### config.mk
export PLATFORM = sky130hd
export DESIGN_NAME = message_segmentation_scheduler_top_flat
export DESIGN_NICKNAME = d
export VERILOG_FILES = /design/src/rtl/core/mss_pkg.sv /design/src/rtl/core/mss_if.sv /design/src/rtl/core/mss_ctrl.sv /design/src/rtl/core/mss_datapath.sv /design/src/rtl/core/message_segmentation_scheduler_top.sv /design/src/flat_wrapper.sv
export SDC_FILE = /design/constraint.sdc
export NUM_CORES = 2
export LEC_CHECK = 0
export ABC_CLOCK_PERIOD_IN_PS = 12130
export BUFFER_PORTS_ARGS = -buffer_cell sky130_fd_sc_hd__clkbuf_2
export CORE_MARGIN = 5
export CORE_UTILIZATION = 55
export DETAILED_ROUTE_END_ITERATION = 12
export GPL_TIMING_DRIVEN = 0
export PLACE_DENSITY = 0.75
export SYNTH_ARGS = -nofsm -noshare
export SYNTH_HDL_FRONTEND = slang
export SYNTH_SLANG_ARGS = --single-unit
export TNS_END_PERCENT = 50
### constraint.sdc
create_clock -name clk -period 12.13 [get_ports clk]
set_input_delay 2.426 -clock clk [delete_from_list [all_inputs] [get_ports clk]]
set_output_delay 2.426 -clock clk [all_outputs]
set_load 0.01 [all_outputs]
### src/rtl/core/mss_pkg.sv
// Shared constants, payload types and control bundles of the message segmentation scheduler.
`timescale 1ns / 1ps

package mss_pkg;

    localparam int RING_SLOTS    = 16;
    localparam int PAYLOAD_BYTES = 1024;
    localparam int MAX_SLICES    = 32;

    localparam int SLOT_W   = $clog2(RING_SLOTS);
    localparam int LEN_W    = 16;
    localparam int ID_W     = 32;
    localparam int IP_W     = 32;
    localparam int PORT_W   = 16;
    localparam int MASK_W   = 32;
    localparam int SERIAL_W = 5;
    localparam int TOTAL_W  = 6;
    localparam int BYTES_W  = 11;
    localparam int OFFSET_W = 15;

    // Internal arithmetic widths
    localparam int PAY_W  = $clog2(PAYLOAD_BYTES + 1);
    localparam int OFFS_W = SERIAL_W + PAY_W;
    localparam int CMP_W  = LEN_W + PAY_W;

    // Reciprocal of the slice payload for the slice count division
    localparam int          RECIP_SHIFT = 32;
    localparam int          RECIP_W     = 32;
    localparam logic [RECIP_W-1:0] RECIP =
        RECIP_W'((64'd1 << RECIP_SHIFT) / PAYLOAD_BYTES);

    localparam logic [ID_W-1:0] CTR_LAST = 32'hffff_ffff;

    localparam logic ACT_SUBMIT = 1'b0;
    localparam logic ACT_TICK   = 1'b1;

    typedef struct packed {
        logic              action;
        logic [LEN_W-1:0]  message_bytes;
        logic [IP_W-1:0]   dest_ip;
        logic [PORT_W-1:0] dest_port;
    } mss_item_t;

    typedef struct packed {
        logic [ID_W-1:0]     message_id;
        logic [SERIAL_W-1:0] slice_serial;
        logic [TOTAL_W-1:0]  slice_total;
        logic [BYTES_W-1:0]  slice_bytes;
        logic [OFFSET_W-1:0] byte_offset;
        logic [IP_W-1:0]     out_ip;
        logic [PORT_W-1:0]   out_port;
    } mss_slice_t;

    typedef struct packed {
        logic load;
        logic div_mul;
        logic div_fix;
        logic commit;
        logic pick;
        logic find;
        logic offs;
        logic emit;
    } mss_cmd_t;

    typedef struct packed {
        logic hit;
        logic out_free;
    } mss_sts_t;

endpackage

### src/rtl/core/mss_if.sv
// Valid/ready channel interfaces for submit/tick items and slice headers.
`timescale 1ns / 1ps

interface mss_item_if
    import mss_pkg::*;
();
    logic      valid;
    logic      ready;
    mss_item_t data;

    modport source (output valid, output data, input ready);
    modport sink (input valid, input data, output ready);
endinterface

interface mss_slice_if
    import mss_pkg::*;
();
    logic       valid;
    logic       ready;
    mss_slice_t data;

    modport source (output valid, output data, input ready);
    modport sink (input valid, input data, output ready);
endinterface

### src/rtl/core/mss_ctrl.sv
// Sequencing state machine of the message segmentation scheduler.
`timescale 1ns / 1ps

module mss_ctrl
    import mss_pkg::*;
(
    input  logic     clk,
    input  logic     rst_n,
    input  logic     item_valid,
    input  logic     item_action,
    output logic     item_ready,
    input  mss_sts_t sts,
    output mss_cmd_t cmd
);

    typedef enum logic [2:0] {
        S_IDLE,
        S_DIV_MUL,
        S_DIV_FIX,
        S_SUBMIT,
        S_PICK,
        S_FIND,
        S_OFFS,
        S_EMIT
    } state_t;

    state_t state_reg;
    state_t state_next;

    always_comb
    begin
        state_next = state_reg;
        cmd        = '0;
        item_ready = 1'b0;
        case (state_reg)
            S_IDLE:
            begin
                item_ready = 1'b1;
                if (item_valid)
                begin
                    cmd.load   = 1'b1;
                    state_next = (item_action == ACT_TICK) ? S_PICK : S_DIV_MUL;
                end
            end
            S_DIV_MUL:
            begin
                cmd.div_mul = 1'b1;
                state_next  = S_DIV_FIX;
            end
            S_DIV_FIX:
            begin
                cmd.div_fix = 1'b1;
                state_next  = S_SUBMIT;
            end
            S_SUBMIT:
            begin
                cmd.commit = 1'b1;
                state_next = S_IDLE;
            end
            S_PICK:
            begin
                cmd.pick   = 1'b1;
                state_next = S_FIND;
            end
            S_FIND:
            begin
                cmd.find   = 1'b1;
                state_next = S_OFFS;
            end
            S_OFFS:
            begin
                cmd.offs   = 1'b1;
                state_next = S_EMIT;
            end
            S_EMIT:
            begin
                // idle slot: drop the tick; otherwise hold until the output register frees
                if (!sts.hit)
                begin
                    state_next = S_IDLE;
                end
                else if (sts.out_free)
                begin
                    cmd.emit   = 1'b1;
                    state_next = S_IDLE;
                end
            end
            default:
            begin
                state_next = S_IDLE;
            end
        endcase
    end

    always_ff @(posedge clk or negedge rst_n)
    begin
        if (!rst_n)
        begin
            state_reg <= S_IDLE;
        end
        else
        begin
            state_reg <= state_next;
        end
    end

`ifndef ASSERT_OFF
    a_cmd_onehot: assert property (@(posedge clk) disable iff (!rst_n)
        $onehot0(cmd))
        else $error("more than one datapath command at once");

    a_emit_room: assert property (@(posedge clk) disable iff (!rst_n)
        cmd.emit |-> sts.out_free)
        else $error("slice emitted into a full output register");

    a_load_leads: assert property (@(posedge clk) disable iff (!rst_n)
        cmd.load |=> (cmd.div_mul || cmd.pick))
        else $error("accepted item not followed by its first work step");
`endif

endmodule

### src/rtl/core/mss_datapath.sv
// Slot ring storage, slice count division, slice selection and output register.
`timescale 1ns / 1ps

module mss_datapath
    import mss_pkg::*;
(
    input  logic       clk,
    input  logic       rst_n,
    input  mss_cmd_t   cmd,
    output mss_sts_t   sts,
    input  mss_item_t  item_data,
    input  logic       slice_ready,
    output logic       slice_valid,
    output mss_slice_t slice_data
);

    typedef struct packed {
        logic [TOTAL_W-1:0] total;
        logic [LEN_W-1:0]   length;
        logic [ID_W-1:0]    id;
        logic [IP_W-1:0]    ip;
        logic [PORT_W-1:0]  port;
    } entry_t;

    // Ring storage
    entry_t            entry_mem [RING_SLOTS];
    logic [MASK_W-1:0] pend_mem  [RING_SLOTS];
    logic [RING_SLOTS-1:0] pend_vld_reg;
    logic [RING_SLOTS-1:0] pend_vld_next;

    // Counters
    logic [ID_W-1:0]   next_id_reg;
    logic [ID_W-1:0]   next_id_next;
    logic [SLOT_W-1:0] next_slot_reg;
    logic [SLOT_W-1:0] next_slot_next;
    logic [ID_W-1:0]   send_ptr_reg;
    logic [ID_W-1:0]   send_ptr_next;
    logic [SLOT_W-1:0] send_slot_reg;
    logic [SLOT_W-1:0] send_slot_next;

    // Item and working registers
    logic [LEN_W-1:0]  len_reg;
    logic [IP_W-1:0]   ip_reg;
    logic [PORT_W-1:0] port_reg;
    logic [LEN_W-1:0]  quot_reg;
    logic [LEN_W-1:0]  qp_reg;
    entry_t            rd_entry_reg;
    logic [MASK_W-1:0] pmask_rd_reg;
    logic              vld_rd_reg;
    logic              hit_reg;
    logic [SERIAL_W-1:0] serial_reg;
    logic [MASK_W-1:0] cleared_reg;
    logic [OFFS_W-1:0] offset_reg;

    logic       out_valid_reg;
    logic       out_valid_next;
    mss_slice_t out_data_reg;

    // Combinational signals
    logic [LEN_W-1:0]          len_m1;
    logic [LEN_W+RECIP_W-1:0]  prod;
    logic [LEN_W+PAY_W-1:0]    qp_full;
    logic [LEN_W:0]            rem;
    logic                      fix;
    logic [LEN_W:0]            count_full;
    logic                      accept_len;
    logic                      commit_en;
    logic [MASK_W-1:0]         new_mask;
    logic [MASK_W-1:0]         eff_mask;
    logic [SERIAL_W-1:0]       serial;
    logic [CMP_W-1:0]          len_ext;
    logic [CMP_W-1:0]          off_ext;
    logic [CMP_W-1:0]          left;
    logic [CMP_W-1:0]          bytes;
    logic                      advance;
    entry_t                    new_entry;

    function automatic logic [SLOT_W-1:0] slot_step(input logic [ID_W-1:0] ctr,
                                                    input logic [SLOT_W-1:0] slot);
        logic [SLOT_W-1:0] res;
        // counter wrap lands on slot zero as well
        if ((ctr == CTR_LAST) || (slot == SLOT_W'(RING_SLOTS - 1)))
        begin
            res = '0;
        end
        else
        begin
            res = slot + SLOT_W'(1);
        end
        return res;
    endfunction

    // Slice count: ceil(len / payload) = floor((len - 1) / payload) + 1
    assign len_m1     = len_reg - LEN_W'(1);
    assign prod       = (LEN_W+RECIP_W)'(len_m1) * (LEN_W+RECIP_W)'(RECIP);
    assign qp_full    = (LEN_W+PAY_W)'(quot_reg) * (LEN_W+PAY_W)'(PAYLOAD_BYTES);
    assign rem        = {1'b0, len_m1} - {1'b0, qp_reg};
    assign fix        = (rem >= (LEN_W+1)'(PAYLOAD_BYTES));
    assign count_full = {1'b0, quot_reg} + (LEN_W+1)'(1) + (LEN_W+1)'(fix);
    assign accept_len = (len_reg != '0) && (count_full <= (LEN_W+1)'(MAX_SLICES));
    assign commit_en  = cmd.commit && accept_len;

    always_comb
    begin
        for (int i = 0; i < MASK_W; i++)
        begin
            new_mask[i] = ((LEN_W+1)'(i) < count_full);
        end
    end

    always_comb
    begin
        new_entry.total  = TOTAL_W'(count_full);
        new_entry.length = len_reg;
        new_entry.id     = next_id_reg;
        new_entry.ip     = ip_reg;
        new_entry.port   = port_reg;
    end

    // Lowest pending serial
    assign eff_mask = vld_rd_reg ? pmask_rd_reg : '0;

    always_comb
    begin
        serial = '0;
        for (int i = MASK_W - 1; i >= 0; i--)
        begin
            if (eff_mask[i])
            begin
                serial = SERIAL_W'(i);
            end
        end
    end

    // Slice size: min(payload, remaining length)
    assign len_ext = CMP_W'(rd_entry_reg.length);
    assign off_ext = CMP_W'(offset_reg);
    assign left    = (len_ext > off_ext) ? (len_ext - off_ext) : '0;
    assign bytes   = (left > CMP_W'(PAYLOAD_BYTES)) ? CMP_W'(PAYLOAD_BYTES) : left;

    assign advance = cmd.emit && (cleared_reg == '0);

    always_comb
    begin
        pend_vld_next = pend_vld_reg;
        if (commit_en)
        begin
            pend_vld_next[next_slot_reg] = 1'b1;
        end
    end

    assign next_id_next   = commit_en ? (next_id_reg + ID_W'(1)) : next_id_reg;
    assign next_slot_next = commit_en ? slot_step(next_id_reg, next_slot_reg) : next_slot_reg;
    assign send_ptr_next  = advance ? (send_ptr_reg + ID_W'(1)) : send_ptr_reg;
    assign send_slot_next = advance ? slot_step(send_ptr_reg, send_slot_reg) : send_slot_reg;

    assign out_valid_next = cmd.emit ? 1'b1 : (slice_ready ? 1'b0 : out_valid_reg);

    always_ff @(posedge clk or negedge rst_n)
    begin
        if (!rst_n)
        begin
            pend_vld_reg  <= '0;
            next_id_reg   <= '0;
            next_slot_reg <= '0;
            send_ptr_reg  <= '0;
            send_slot_reg <= '0;
            out_valid_reg <= 1'b0;
        end
        else
        begin
            pend_vld_reg  <= pend_vld_next;
            next_id_reg   <= next_id_next;
            next_slot_reg <= next_slot_next;
            send_ptr_reg  <= send_ptr_next;
            send_slot_reg <= send_slot_next;
            out_valid_reg <= out_valid_next;
        end
    end

    always_ff @(posedge clk)
    begin
        if (cmd.load)
        begin
            len_reg  <= item_data.message_bytes;
            ip_reg   <= item_data.dest_ip;
            port_reg <= item_data.dest_port;
        end
        if (cmd.div_mul)
        begin
            quot_reg <= prod[RECIP_SHIFT +: LEN_W];
        end
        if (cmd.div_fix)
        begin
            qp_reg <= qp_full[LEN_W-1:0];
        end
        if (cmd.find)
        begin
            hit_reg     <= (eff_mask != '0);
            serial_reg  <= serial;
            cleared_reg <= eff_mask & (eff_mask - MASK_W'(1));
        end
        if (cmd.offs)
        begin
            offset_reg <= OFFS_W'(serial_reg) * OFFS_W'(PAYLOAD_BYTES);
        end
        if (cmd.emit)
        begin
            out_data_reg.message_id   <= rd_entry_reg.id;
            out_data_reg.slice_serial <= serial_reg;
            out_data_reg.slice_total  <= rd_entry_reg.total;
            out_data_reg.slice_bytes  <= BYTES_W'(bytes);
            out_data_reg.byte_offset  <= OFFSET_W'(offset_reg);
            out_data_reg.out_ip       <= rd_entry_reg.ip;
            out_data_reg.out_port     <= rd_entry_reg.port;
        end
    end

    // Slot field memory: written on submit, read on tick
    always_ff @(posedge clk)
    begin
        if (commit_en)
        begin
            entry_mem[next_slot_reg] <= new_entry;
        end
        if (cmd.pick)
        begin
            rd_entry_reg <= entry_mem[send_slot_reg];
        end
    end

    // Pending bitmap memory: one write port shared by submit and emit
    always_ff @(posedge clk)
    begin
        if (commit_en)
        begin
            pend_mem[next_slot_reg] <= new_mask;
        end
        else if (cmd.emit)
        begin
            pend_mem[send_slot_reg] <= cleared_reg;
        end
        if (cmd.pick)
        begin
            pmask_rd_reg <= pend_mem[send_slot_reg];
            vld_rd_reg   <= pend_vld_reg[send_slot_reg];
        end
    end

    assign sts.hit      = hit_reg;
    assign sts.out_free = !out_valid_reg || slice_ready;

    assign slice_valid = out_valid_reg;
    assign slice_data  = out_data_reg;

`ifndef ASSERT_OFF
    a_emit_shows: assert property (@(posedge clk) disable iff (!rst_n)
        cmd.emit |=> slice_valid)
        else $error("emitted slice not presented on the output");

    a_ptr_on_emit: assert property (@(posedge clk) disable iff (!rst_n)
        !$stable(send_ptr_reg) |-> $past(cmd.emit))
        else $error("send pointer moved without an emitted slice");

    a_id_on_commit: assert property (@(posedge clk) disable iff (!rst_n)
        !$stable(next_id_reg) |-> $past(cmd.commit))
        else $error("message identifier moved without a submit");
`endif

endmodule

### src/rtl/core/message_segmentation_scheduler_top.sv
// Top level of the message segmentation scheduler: controller plus datapath.
`timescale 1ns / 1ps

// Usage:
//   item  : valid/ready sink. action 0 submits a message (length, IPv4
//           address, UDP port); action 1 is one send opportunity (tick).
//   slice : valid/ready source of slice headers, one per serving tick.
// A submit stores a pending-slice bitmap and the message fields in the next
// ring slot; zero lengths and lengths above the slice limit are dropped.
// A tick serves the slot at the send pointer: it emits the lowest pending
// slice, clears its bit and advances the pointer once the slot empties.
// One item at a time passes through the state machine.
// A submit runs through transfer, reciprocal multiply, correction and slot
// write. A tick runs through transfer, slot read, priority encode, offset
// multiply and emit; its header is registered into the output register in
// the emit step. The bitmap and slot field memories with a single read and
// write port set this sequence.
// Stall: a header waits in the output register; a later tick stalls in its
// emit step until the register frees, so nothing is lost.
// Reset: asynchronous, active low; clears the pending-valid flag of every slot, the
// identifier counter and the send pointer; slot fields start undefined.
module message_segmentation_scheduler_top
    import mss_pkg::*;
(
    input logic         clk,
    input logic         rst_n,
    mss_item_if.sink    item,
    mss_slice_if.source slice
);

    mss_cmd_t cmd;
    mss_sts_t sts;

    mss_ctrl u_ctrl (
        .clk         (clk),
        .rst_n       (rst_n),
        .item_valid  (item.valid),
        .item_action (item.data.action),
        .item_ready  (item.ready),
        .sts         (sts),
        .cmd         (cmd)
    );

    mss_datapath u_datapath (
        .clk         (clk),
        .rst_n       (rst_n),
        .cmd         (cmd),
        .sts         (sts),
        .item_data   (item.data),
        .slice_ready (slice.ready),
        .slice_valid (slice.valid),
        .slice_data  (slice.data)
    );

endmodule

### src/flat_wrapper.sv
// flat-port wrapper written by rule: the top's interface ports become plain ports
module message_segmentation_scheduler_top_flat import mss_pkg::*;
  (clk, rst_n, item_valid, item_data, item_ready, slice_valid, slice_data, slice_ready);
  mss_item_if item_i ();
  mss_slice_if slice_i ();
  input logic clk;
  input logic rst_n;
  input wire logic [$bits(item_i.valid)-1:0] item_valid;
  input wire logic [$bits(item_i.data)-1:0] item_data;
  output wire logic [$bits(item_i.ready)-1:0] item_ready;
  output wire logic [$bits(slice_i.valid)-1:0] slice_valid;
  output wire logic [$bits(slice_i.data)-1:0] slice_data;
  input wire logic [$bits(slice_i.ready)-1:0] slice_ready;
  assign item_i.valid = item_valid;
  assign item_i.data = item_data;
  assign item_ready = item_i.ready;
  assign slice_valid = slice_i.valid;
  assign slice_data = slice_i.data;
  assign slice_i.ready = slice_ready;
  message_segmentation_scheduler_top u_core (.clk(clk), .rst_n(rst_n), .item(item_i), .slice(slice_i));
endmodule
# Word-level counts from Yosys, hierarchy flattened
# Memories as Yosys holds them, arrays and structs flattened. A register that Yosys moved wholly into a read port is not among the register bits.
# Cells that the tools add are included.
totals:
  reg_bits: 319
  ramBits: 2144
  in_bits: 69
  out_inout_bits: 119
  word_cells: 179
  mem_count: 2
memory_table:
  columns: ["name", "words", "width", "rd", "rd_ports_with_merged_regs", "wr", "line", "rtl"]
  rows:
  - ["u_core.u_datapath.entry_mem", 16, 102, 1, 1, 1, "mss_datapath.sv:26", "entry_t entry_mem [RING_SLOTS];"]
  - ["u_core.u_datapath.pend_mem", 16, 32, 1, 1, 1, "mss_datapath.sv:27", "logic [MASK_W-1:0] pend_mem [RING_SLOTS];"]
classes:
  n_addsub: 10
  magnitude_cmp: 39
  eq_ne: 13
  muxes: 66
  bitwise_logic: 2
  reduce_logical: 19
ops:
  columns: ["op", "count"]
  rows:
  - ["< comparator 5 x 8 -> 1 bit, first input constant", 16]
  - ["2-to-1 mux 5 bit", 16]
  - ["adder 32 x 1 -> 32 bit, second input constant", 2]
  - ["== test 32 bit, second input constant", 2]
  - ["< comparator 4 x 8 -> 1 bit, first input constant", 8]
  - ["2-to-1 mux 32 bit", 2]
  - ["2-to-1 mux 4 bit", 11]
  - ["bitwise AND 32 bit", 1]
  - ["zero test 32 bit", 1]
  - ["< comparator 3 x 8 -> 1 bit, first input constant", 4]
  - ["nonzero test 32 bit", 1]
  - ["OR reduction 32 bit", 1]
  - ["subtractor 32 x 1 -> 32 bit, second input constant", 1]
  - ["greater-than comparator 27 x 11 -> 1 bit, second input constant", 1]
  - ["2-to-1 mux 27 bit", 1]
  - ["2-to-1 mux 3 bit", 8]
  - ["case mux 3 bit (8 select lines)", 1]
  - ["2-to-1 mux 1 bit", 23]
  - [">= comparator 17 x 11 -> 1 bit, second input constant", 1]
  - ["subtractor 16 x 15 -> 17 bit", 1]
  - ["subtractor 16 x 16 -> 17 bit", 1]
  - ["greater-than comparator 16 x 15 -> 1 bit", 1]
  - ["< comparator 1 x 8 -> 1 bit, first input constant", 2]
  - ["< comparator 2 x 8 -> 1 bit, first input constant", 2]
  - ["28 further kinds", 41]

# Longest topological paths before layout
logic_depth:
  depth_word: 32
  depth_mapped: 23
  mapped_depth_nobuf: 21

# Modules after synthesis
# Synthesis repeated with hierarchy kept, for this count alone.
unflattened:
  cells_unflattened: 5191
  area_unflattened_um2: 99477.9
modules_own_cells:
  columns: ["module", "n_inst", "cells_per_inst", "area_per_inst_um2"]
  rows:
  - ["mss_datapath", 1, 5165, 99240.2]
  - ["mss_ctrl", 1, 26, 237.7]

# Worst setup path after synthesis
# Ideal clock, no wire load.
synth_timing:
  path_type: "flip-flop to flip-flop"
  from: "reg u_core.u_datapath.len_reg[4]"
  to: "mem u_core.u_datapath.entry_mem[1][0] in the netlist's numbering, enable pin"
  setup_ns: 0.687
  arrival_time_ns: 11.220
  required_ns: 11.443
  path_slack_ns: 0.223
  stages_incl_launch_ff: 22
  path_buffers: 1
  period_less_slack_ns: 11.907
  cell_sequence: "edfxtp_1 nor4_1 nand3_1 or3_1 xnor2_1 ha_1 nor2b_1 o21ai_0 nand2b_1 nor3_1 a31oi_1 nor3_1 ha_1 inv_1 ha_1 nand2b_1 inv_1 a32oi_1 a211oi_1 clkbuf_1 nand2_1 nor3_1"
synth_between:
  elab_chain_cells: 9
  elab_cells_between_ends: 10
synth_rtl:
  columns: ["item", "line", "rtl"]
  rows:
  - ["from (decl)", "mss_datapath.sv:42", "logic [LEN_W-1:0] len_reg;"]
  - ["from (signal assigned)", "mss_datapath.sv:185", "len_reg <= item_data.message_bytes;"]
  - ["subtractor 16 x 1 -> 16 bit", "mss_datapath.sv:94", "assign len_m1 = len_reg - LEN_W'(1);"]
  - ["via u_core.u_datapath.len_m1[12]", "mss_datapath.sv:60", "logic [LEN_W-1:0] len_m1;"]
  - ["subtractor 16 x 16 -> 17 bit", "mss_datapath.sv:97", "assign rem = {1'b0, len_m1} - {1'b0, qp_reg};"]
  - [">= comparator 17 x 11 -> 1 bit", "mss_datapath.sv:98", "assign fix = (rem >= (LEN_W+1)'(PAYLOAD_BYTES));"]
  - ["adder 7 x 1 -> 8 bit", "mss_datapath.sv:99", "assign count_full = {1'b0, quot_reg} + (LEN_W+1)'(1) + (LEN_W+1)'(fix);"]
  - ["via u_core.u_datapath.count_full[1]", "mss_datapath.sv:65", "logic [LEN_W:0] count_full;"]
  - ["<= comparator 8 x 6 -> 1 bit", "mss_datapath.sv:100", "assign accept_len = (len_reg != '0) && (count_full <= (LEN_W+1)'(MAX_SLICES));"]
  - ["logical AND 1 bit", "mss_datapath.sv:100", null]
  - ["logical AND 1 bit", "mss_datapath.sv:101", "assign commit_en = cmd.commit && accept_len;"]
  - ["2-to-1 mux 1 bit", "mss_datapath.sv:222", "if (commit_en)"]
  - ["2-to-1 mux 1 bit (not written as such)", "mss_datapath.sv:224", "entry_mem[next_slot_reg] <= new_entry;"]
  - ["to (decl)", "mss_datapath.sv:26", null]
# The timed path passes the listed nets, and every way through them passes these cells.

# Worst setup path after layout
layout_timing:
  from: "reg u_core.u_datapath.len_reg[4]"
  to: "mem u_core.u_datapath.entry_mem[13][1] in the netlist's numbering, enable pin"
# The elaborated chain is that of the path after synthesis.

==> results by stage <==
Global routing:
- The global-route usage over all layers is 26.0%.
- The number of antenna violations at the first check in global routing came to 10.
- The overflow left after global routing is 0.
- The first-pass GRT wire length is around 360000 um.
- The via count of the first global-routing pass came to approximately 54000.
- The pin count of the biggest net entering global routing is 57.

Routing:
- The final routed wirelength across all metal layers is approximately 250000 um.
- The detailed-route vias per instance is 6.43.
- The length of routed wiring on met1 is slightly above 90000 um.
- After detailed routing, the met2 layer carries ~120000 um of wire.
- The average wire per cell in the routed design is 29.8 um.
- The final routed DRC violation total is 0.
- Before antenna repair, the detailed router went through 6 iterations.
- The uppermost signal routing layer after detailed routing is met5.
- The number of design-rule violations left by the first detailed-router iteration is ~7400.
- The count of nets left with antenna violations once routing finished came out at 0.
- The detailed route wirelength on metal3 is 24000 um.
- For this block, the via count after detailed routing is 53600.

STA:
- The number of pins with negative max-slew slack in the final report is 0.
- The worst path needs approximately 8.7 ns of the cycle, external delays included.
- At the pin with the least slew margin, the transition time is ~1.5 ns.
- Across the routed clock network, the largest skew measured is 0.0609 ns.
- Setup repair after global routing left no endpoint under its margin.
- The number of hold violations in the final report is 0.
- Setup violations remaining at the end of the flow were counted as 0.
- In the final timing run, aggregate negative setup slack is 0 ns.
- In this run the tightest slew margin relative to its limit is about 2.5%.
- The post-route clock period utilization is between 70 and 80%.
- The achievable clock frequency is between 100 and 150 MHz.

Yosys:
- The number of instances in the synthesized netlist is about 5200.
- Sorting the synthesized cells by area gives the leading types as sky130_fd_sc_hd__edfxtp_1, sky130_fd_sc_hd__mux4_2, sky130_fd_sc_hd__mux2i_1.
- The share of the synthesized area in the top cell type is between 70 and 80%.
- The yosys synthesis warning count is 0.
- In this run, distinct cell masters in the synthesized netlist total 71.
- Sorting the synthesized cells by how often they occur yields sky130_fd_sc_hd__edfxtp_1, sky130_fd_sc_hd__mux2i_1, sky130_fd_sc_hd__o21ai_0.
- By instance count, the leading cell after synthesis is sky130_fd_sc_hd__edfxtp_1.
- Summing every instance area after synthesis gives between 0.09 and 0.1 mm2.
- The cell taking the most area after synthesis is sky130_fd_sc_hd__edfxtp_1.
- In the synthesized netlist the dominant register cell turns out to be sky130_fd_sc_hd__edfxtp_1.
- After synthesis, flip-flops and latches occupy between 70% and 80% of the total area.
- The synthesized design contains around 2500 enable-type register cells.
- Of all flip-flops after synthesis, the portion carrying an async set or reset was 3.54%.
- In this run the mean area of a mapped cell was ~19 um2.
- After synthesis the netlist holds a flip-flop and latch count of approximately 2600.

Clocking:
- The clock insertion delay at the later pin of the skew report is between 0.9 and 1 ns.
- The TritonCTS clock tree is done.
- The tree built by TritonCTS fans out to roughly 2600 sinks.
- The total setup buffers inserted after CTS is 0.
- After clock tree synthesis, the clock-pin slew on the worst setup and hold paths is approximately 0.06 ns.
- The largest buffer count on any clock path is 4.
- The clock tree synthesis step divided the H-tree into 5 levels.
- Hold repair after CTS inserted 0 buffers.
- Post-CTS repair changed the size of 0 cells.
- The tree is rooted in a sky130_fd_sc_hd__clkbuf_16.
- TritonCTS created between 200 and 300 clock buffers.

Placed design:
- The final weighted congestion of routability-driven global placement is a little under 0.9.
- The HPWL after detailed placement is about 160000 um.
- Input and output buffers added on the ports amount to 177.
- The placed instance area is approximately 0.11 mm2.

Floorplanning:
- From bottom edge to top edge, the die measures around 430 um.
- The die covers roughly 0.19 mm2.
- The core region area is approximately 0.18 mm2.
- The total I/O pin count is ~190.
- The chip width is 435 um.
- Once the floorplan was initialized, standard cells occupied 55.1% of the core.
- The row count is roughly 160.

Setup path:
- The kind of end point of the critical path is a flop.
- The startpoint of the worst setup timing path is u_core.u_datapath.len_reg[4]$_DFFE_PP_.
- The data arrival time of the critical path is 9.31 ns.
- The required time at the worst-slack endpoint is 12.70 ns.
- The worst register-to-register path begins at u_core.u_datapath.len_reg[4]$_DFFE_PP_.
- In this run the worst setup path terminates at u_core.u_datapath.entry_mem[13][1]$_DFFE_PP_.
- The worst register-to-register path ends at u_core.u_datapath.entry_mem[13][1]$_DFFE_PP_.
- The worst setup path is launched from a flop.
- Setup slack on the worst reg-to-reg path comes out at 3.39 ns.
- Of all nets on the critical path, the largest fanout is 23.
- For the worst flop-to-flop path, the logic depth is 24.
- The critical path is of the reg2reg type.

Flow run:
- The total of max-cap violations is 0.

Power:
- Power comes to 0.0206 W.
- The leakage power is around 36 nW.
- In this run the power density over the cells is 180 mW/mm2.
- VDD sags by at most between 0.00015 and 0.0002 V.

Cells and area:
- The area growth from synthesis to layout is 15.1%.
- The post-route netlist has 19.6% of its cells at a drive strength greater than 1.
- The register with the most flip-flops in the layout has 1632 of them.
- The post-layout net count is roughly 5900.
- After routing the design area is about 0.11 mm2.
- Counting flops per register, the top entry is u_core.u_datapath.entry_mem.

Worst hold path:
- The path class of the tightest hold or removal check is reg2reg.
- The startpoint of the most critical hold path is u_core.u_datapath.rd_entry_reg[70]$_DFFE_PN_.
- The worst hold path passes through 0 cells.

Status:
- The run finished with clean final reports.
[routing by layer]
metal	vias to the layer above	global-route usage, %
met4	2	11.1
met5	-	0
met1	27377	34.8
met2	3300	42.2
li1	22285	-
met3	636	5.05
[report_power, final]
part | total (W) | leakage, nW | switching, W | internal [W]
registers | 0.0111 | 24.1 | 0.000310 | 0.0108
logic | 0.00163 | 8.11 | 0.00118 | 0.000450
clock network | 0.00786 | 4.05 | 0.00327 | 0.00460
[placed cells by master (no fill, tap or decap), types with 47 or more instances in the layout]
cell                        synthesis  routed
sky130_fd_sc_hd__o21ai_0          288     288
sky130_fd_sc_hd__nor2_1           100      72
sky130_fd_sc_hd__a221oi_1         135     135
sky130_fd_sc_hd__a21oi_1          161     159
sky130_fd_sc_hd__mux2i_1          405     405
sky130_fd_sc_hd__mux4_2           270     270
sky130_fd_sc_hd__buf_12             0      57
sky130_fd_sc_hd__a22oi_1          136     136
sky130_fd_sc_hd__clkinv_1           2      47
sky130_fd_sc_hd__clkbuf_2           0     181
sky130_fd_sc_hd__buf_6              0      54
sky130_fd_sc_hd__dfrtp_1           92      92
sky130_fd_sc_hd__buf_1             52      52
sky130_fd_sc_hd__mux2_2           137     137
sky130_fd_sc_hd__clkbuf_16          0     283
sky130_fd_sc_hd__edfxtp_1        2504    2504
sky130_fd_sc_hd__clkbuf_1         186     254
sky130_fd_sc_hd__nand2_1          202     202
[stage by stage]
stage | utilization [%] | instances | setup slack, ns | hold slack [ns]
after global placement | 57.3 | 7729 | -10.35 | 0.401
after global routing | 63.4 | 8337 | 3.00 | 0.420
after detailed placement | 58.8 | 7870 | 3.67 | 0.405
final | 63.4 | 8340 | 3.39 | 0.404
after CTS | 63.4 | 8335 | 3.50 | 0.400
after floorplan | - | 5182 | 0.223 | 0.400
[final cells by class]
type,count,area (um2)
Inverter,41,154
Multi-Input combinational cell,2279,20900
Fill cell,11762,65900
Antenna cell,3,7.51
Sequential cell,2596,77500
Buffer,266,1070
Clock buffer,364,7460
Tap cell,2370,2970
Timing Repair Buffer,320,3360
Clock inverter,101,836
[worst max-delay path, stage by stage (launching register included)]
cell and delay, ns:
sky130_fd_sc_hd__edfxtp_1 0.67, sky130_fd_sc_hd__nor4_1 0.49, sky130_fd_sc_hd__nand3_1 0.45, sky130_fd_sc_hd__or3_1 0.50, sky130_fd_sc_hd__xnor2_1 0.30, sky130_fd_sc_hd__ha_1 0.33, sky130_fd_sc_hd__nor2b_1 0.15, sky130_fd_sc_hd__o21ai_0 0.15
sky130_fd_sc_hd__nand2b_1 0.10, sky130_fd_sc_hd__nor3_1 0.17, sky130_fd_sc_hd__a31oi_1 0.06, sky130_fd_sc_hd__nor3_1 0.24, sky130_fd_sc_hd__ha_1 0.22, sky130_fd_sc_hd__inv_1 0.05, sky130_fd_sc_hd__ha_1 0.56, sky130_fd_sc_hd__nand2b_1 0.38
sky130_fd_sc_hd__inv_1 0.12, sky130_fd_sc_hd__a32oi_1 0.15, sky130_fd_sc_hd__a211oi_1 0.76, sky130_fd_sc_hd__clkbuf_1 0.45, sky130_fd_sc_hd__nand2_1 0.44, sky130_fd_sc_hd__nor2_4 0.84, sky130_fd_sc_hd__buf_12 0.30, sky130_fd_sc_hd__buf_12 0.24
sky130_fd_sc_hd__buf_12 0.22
[how the worst min path moves through the flow]
| stage | endpoint |
|---|---|
| 2_1_floorplan | u_core.u_datapath.slice_data[0]$_DFFE_PP_ |
| 3_3_place_gp | u_core.u_datapath.slice_data[114]$_DFFE_PP_ |
| 3_5_place_dp | u_core.u_datapath.slice_data[30]$_DFFE_PP_ |
| 4_1_cts | u_core.u_datapath.slice_data[107]$_DFFE_PP_ |
| 5_1_grt | u_core.u_datapath.slice_data[107]$_DFFE_PP_ |
| 6_report | u_core.u_datapath.slice_data[107]$_DFFE_PP_ |
[cells by family after synthesis]
logic type / share of synthesized area, %
AO/OA/AOI/OAI: 5.40
XOR/XNOR: 0.670
adder cells (fa/ha/maj): 0.292
buffers and inverters: 1.22
flip-flops: 78.1
multiplexers: 11.8
other: 0.00378
AND/OR/NAND/NOR: 2.59
(Power assumes the default switching activity.)
